## src/rtl/core/qpr_pkg.sv

```systemverilog
package qpr_pkg;

   localparam int FRAC_BITS_DEF = 16;
   localparam int COMP_W = 32;
   localparam int QUEUE_DEPTH = 4;
   localparam int PTR_W = $clog2(QUEUE_DEPTH);
   localparam int SAT_W = 72;
   // quotient bits of the divider, the top one only flags overflow
   localparam int QUO_W = COMP_W + 2;

   localparam logic [1:0] OP_PRODUCT = 2'd0;
   localparam logic [1:0] OP_ROT_UNIT = 2'd1;
   localparam logic [1:0] OP_ROT_GEN = 2'd2;

   localparam logic [COMP_W-1:0] Q_MAX_VAL = 32'h7FFF_FFFF;
   localparam logic [COMP_W-1:0] Q_MIN_VAL = 32'h8000_0000;
   localparam logic [COMP_W:0] QUO_BIG = 33'h1_0000_0000;
   localparam logic [COMP_W:0] NEG_LIMIT = 33'h0_8000_0000;
   localparam logic [COMP_W:0] POS_LIMIT = 33'h0_7FFF_FFFF;

   // subtracted terms of the hamilton product, [result][left operand]
   localparam logic [3:0][3:0] HAM_NEG = {4'b0100, 4'b0010, 4'b1000, 4'b1110};

   typedef enum logic [1:0] {
      KIND_PRODUCT,
      KIND_UNIT,
      KIND_GENERAL
   } kind_type;

   typedef struct packed {
      kind_type kind;
      logic [3:0][COMP_W-1:0] b;
      logic [3:0][COMP_W-1:0] a;
   } item_type;

   typedef struct packed {
      logic zero_norm;
      logic saturated;
      logic [3:0][COMP_W-1:0] r;
   } res_type;

   typedef struct packed {
      logic clamp;
      logic [COMP_W-1:0] val;
   } sat_type;

   function automatic int ham_sum_w(input int frac);
      return 2 * (COMP_W + 1) - frac + 2;
   endfunction

   function automatic int norm_w(input int frac);
      return 2 * COMP_W - frac + 1;
   endfunction

   function automatic int num_w(input int frac);
      return ham_sum_w(frac) + frac;
   endfunction

   function automatic sat_type sat32(input logic signed [SAT_W-1:0] v);
      sat_type s;
      s.clamp = !((&v[SAT_W-1:COMP_W-1]) || !(|v[SAT_W-1:COMP_W-1]));
      if (s.clamp) begin
         s.val = v[SAT_W-1] ? Q_MIN_VAL : Q_MAX_VAL;
      end else begin
         s.val = v[COMP_W-1:0];
      end
      return s;
   endfunction

endpackage

```

## src/rtl/core/qpr_front.sv

```systemverilog
module qpr_front
   import qpr_pkg::*;
(
   input  logic              clock,
   input  logic              reset,
   input  logic              in_valid,
   output logic              in_ready,
   input  logic [1:0]        in_op,
   input  logic [8*COMP_W-1:0] in_data,
   output logic              out_valid,
   output item_type          out_item,
   input  logic              pop
);

   item_type mem_ff [QUEUE_DEPTH];
   logic [PTR_W-1:0] wr_ptr_ff;
   logic [PTR_W-1:0] rd_ptr_ff;
   logic [PTR_W:0] cnt_ff;
   logic [PTR_W:0] cnt_in;
   logic push;
   logic take;
   item_type wr_item;

   assign in_ready = cnt_ff != (PTR_W+1)'(QUEUE_DEPTH);
   assign out_valid = cnt_ff != '0;
   assign out_item = mem_ff[rd_ptr_ff];
   assign push = in_valid && in_ready;
   assign take = pop && out_valid;
   assign cnt_in = cnt_ff + (PTR_W+1)'(push) - (PTR_W+1)'(take);

   always_comb begin
      wr_item.a = in_data[4*COMP_W-1:0];
      wr_item.b = in_data[8*COMP_W-1:4*COMP_W];
      unique case (in_op)
         OP_ROT_UNIT: wr_item.kind = KIND_UNIT;
         OP_ROT_GEN: wr_item.kind = KIND_GENERAL;
         default: wr_item.kind = KIND_PRODUCT;
      endcase
   end

   always_ff @(posedge clock) begin
      if (reset) begin
         wr_ptr_ff <= '0;
         rd_ptr_ff <= '0;
         cnt_ff <= '0;
      end else begin
         if (push) wr_ptr_ff <= wr_ptr_ff + 1'b1;
         if (take) rd_ptr_ff <= rd_ptr_ff + 1'b1;
         cnt_ff <= cnt_in;
      end
   end

   always_ff @(posedge clock) begin
      if (push) mem_ff[wr_ptr_ff] <= wr_item;
   end

endmodule

```

## config.mk

```make
export PLATFORM = sky130hd
export DESIGN_NAME = qpr_front
export DESIGN_NICKNAME = d
export VERILOG_FILES = /design/src/rtl/core/qpr_pkg.sv /design/src/rtl/core/qpr_front.sv
export SDC_FILE = /design/constraint.sdc
export NUM_CORES = 1
export LEC_CHECK = 0
export ABC_AREA = 1
export BUFFER_PORTS_ARGS = -buffer_cell sky130_fd_sc_hd__buf_2
export CAP_MARGIN = 20
export CELL_PAD_IN_SITES_DETAIL_PLACEMENT = 0
export CELL_PAD_IN_SITES_GLOBAL_PLACEMENT = 2
export CORE_AREA = 2 2 335 337
export CTS_CLUSTER_SIZE = 25
export DETAILED_ROUTE_END_ITERATION = 8
export DIE_AREA = 0 0 337 339
export GPL_TIMING_DRIVEN = 0
export PLACE_DENSITY = 0.75
export SYNTH_ARGS = -nofsm -noshare
export SYNTH_HDL_FRONTEND = slang
export SYNTH_SLANG_ARGS = --single-unit
```

## constraint.sdc

```tcl
create_clock -name clock -period 21.6 [get_ports clock]
set_input_delay 1.08 -clock clock [delete_from_list [all_inputs] [get_ports clock]]
set_output_delay 1.08 -clock clock [all_outputs]
set_load 0.01 [all_outputs]
```

==> impl_metrics.json <==
{
  "synth_xor_area_frac": 0,
  "wl_per_cell_um": 22.32,
  "path_cells": "buf_2, inv_2, buf_2, clkbuf_1, o21ai_0, o22ai_1, buf_2",
  "setup_tns_ps": 0,
  "max_stage_delay_ps": 660,
  "rsz0062_at_grt": "no",
  "synthTopCellsByCount": "1032 x edfxtp_1, 531 x nor2_1, 512 x o21ai_0",
  "p_per_area_nw_per_um2": 119.4,
  "synth-compound-area-share": 0.1101,
  "netlist_instances": 2564,
  "die_x_um": 337,
  "clk_latency_ps": 700,
  "path_clk_slew_ps": 60,
  "syn_nets": 2833,
  "pre_cts_slack_ps": 17990,
  "coreArea_um2": 110400,
  "cp_num_buf_inv": 5,
  "synth_edf_count": 1032,
  "ys_seq_area_frac": 0.8101,
  "start_util": 0.3486,
  "fin_skew_ps": 26.92,
  "finalHoldViolCount": 0,
  "cts_tree": "built",
  "gp_congestion": 0.7325,
  "synth_warnings": 0,
  "status": "finished, final reports clean",
  "worst_ep_required_time_ps": 20520,
  "antenna_found_initial": 53,
  "syn2layout_area_growth_pct": 23.29,
  "path_max_fanout": 10,
  "holdCritPathClass": "reg -> reg",
  "crit_type": "reg -> out",
  "fin_util": 0.4298,
  "cts-hold-fix-buffers": 0,
  "grt_use_total": 0.1830,
  "drtAntennaViolNets": 0,
  "cts.repair.resized": 0,
  "slew_viol_final": 0,
  "synth-simple-area-share": 0.05337,
  "worstSetupEndpointType": "output pin",
  "relSlewSlack": 0.3680,
  "ys_async_sr_fraction": 0,
  "dieHeight_um": 339,
  "path_common_cell": "buf_2",
  "io_pins": 522,
  "worst_pin_slew_ps": 948.0,
  "cts_root_buffer": "clkbuf_16",
  "yosys.area.top_type": "edfxtp_1",
  "synth_top_area_frac": 0.8055,
  "arrival_ps": 3150,
  "dp_hpwl_mm": 72.00,
  "cts_max_level": 3,
  "fillers": 10100,
  "synth.area.mux_share": 0,
  "grt_overflow": 0,
  "grt_max_degree": 28,
  "port_buffers": 521,
  "die-area_um2": 114200,
  "drv_cap": 0,
  "vias_per_cell": 4.917,
  "setup_ws_ps": 17370,
  "reg2reg_slack_ps": 18580,
  "grt_pass1_wl_mm": 153.4,
  "drtIter0Drc": 1616,
  "ys_ff_latch": 1041,
  "synth_fa_ha_area_frac": 0.002472,
  "numCtsBuffers": 109,
  "synth_top_family_by_area": "compound AO/OA/AOI/OAI gates",
  "clock_path_buffers": 3,
  "drc": 0,
  "fin_crit_ps": 4229,
  "synthDistinctLibCells": 19,
  "cp-start-kind": "flop",
  "multi_input_area_um2": 6415,
  "vias": 23790,
  "final_layout_size_suffix_gt1_frac": 0.2390,
  "leakage_nw": 16.38,
  "ir_worst_vdd_mv": 0.06880,
  "synth.most_common_cell": "edfxtp_1",
  "slowest_stage": "clkbuf_1",
  "drt_pass1_iterations": 5,
  "period_share": 0.1958,
  "nets": 3513,
  "setup_viol": 0,
  "synth_area_leaders": "edfxtp_1 81%, o21ai_0 6.7%, nor2_1 5.2%",
  "synth_ff_type": "edfxtp_1",
  "max_freq_mhz": 236.5,
  "cp_top_family": "buffers and inverters",
  "syn-cell-area_um2": 38470,
  "grt_pass1_vias": 23330,
  "cts_setup_buffers": 0,
  "clkSinkCount": 1041,
  "num_rows": 122,
  "seq_area_um2": 31170,
  "drt_wl_total_mm": 108.0,
  "whs_ps": 499.0,
  "syn_area_per_cell_um2": 15.01
}
==> worst paths after layout <==
| path | startpoint | end | cells past startpoint |
|---|---|---|---|
| max | flop | out_item[110] | 7 |
| min | rd_ptr_ff[0] | rd_ptr_ff[0] | 2 |
| max reg2reg | cnt_ff[1] | mem_ff[0][178] | 9 |
| min reg2reg | rd_ptr_ff[0] | rd_ptr_ff[0] | 2 |
==> tightest hold or removal path, stage by stage (launching register included) <==
cell	delay (ps)
dfxtp_1	330
a21oi_1	50
nor2_1	80
==> sequential cells by signal (all words and copies together), names as in the netlist, named ones only <==
name,count
mem_ff,1032
cnt_ff,3
wr_ptr_ff,2
rd_ptr_ff,2
==> metal layers <==
layer  GRT usage  routed length [um]
met5           0                 418
met4     0.05153                2506
met3     0.06464                9882
met2      0.3038               52660
met1      0.2247               42540
==> logic make-up (layout without fill, tap and decap cells) <==
| family | after synthesis | count (layout) |
|---|---|---|
| fa+ha+maj | 7 | 7 |
| flops | 1041 | 1041 |
| buf+inv | 189 | 956 |
| compound gates | 781 | 781 |
| simple gates | 546 | 546 |
| other cells | 0 | 20 |
==> stage by stage <==
step                      power, mW  std cells  instance area [um^2]
after floorplan               3.314       2564                 38470
after global placement        4.077       4573                 42940
after detailed placement      3.954       4621                 43990
after CTS                     5.741       4819                 47390
after global routing          5.922       4829                 47410
final                         5.665       4839                 47440
==> layout by cell type, fill, tap and decap left out, types with 16 or more instances in the layout <==
cell and instances:
edfxtp_1 1032, buf_2 559, nor2_1 527, o21ai_0 512
o22ai_1 258, clkbuf_1 130, clkbuf_16 110, buf_12 39
clkinv_2 23, diode_2 20, clkinv_1 18, buf_4 17
inv_1 16
==> power by group <==
part | switching (mW) | total (mW) | leakage, nW | internal (mW)
registers | 0.0385 | 2.49 | 9.53 | 2.45
logic | 0.956 | 1.39 | 5.19 | 0.434
clock network | 0.761 | 1.78 | 1.67 | 1.02
total | 1.76 | 5.67 | 16.4 | 3.91
==> final cells by class <==
type	count	share of cell area
Sequential cell	1041	0.6571
Multi-Input combinational cell	1334	0.1352
Timing Repair Buffer	569	0.07639
Clock buffer	138	0.06024
Tap cell	1488	0.03925
Buffer	171	0.01796
Clock inverter	60	0.01134
Inverter	18	0.001424
Antenna cell	20	0.001055
(Power assumes the default switching activity.)
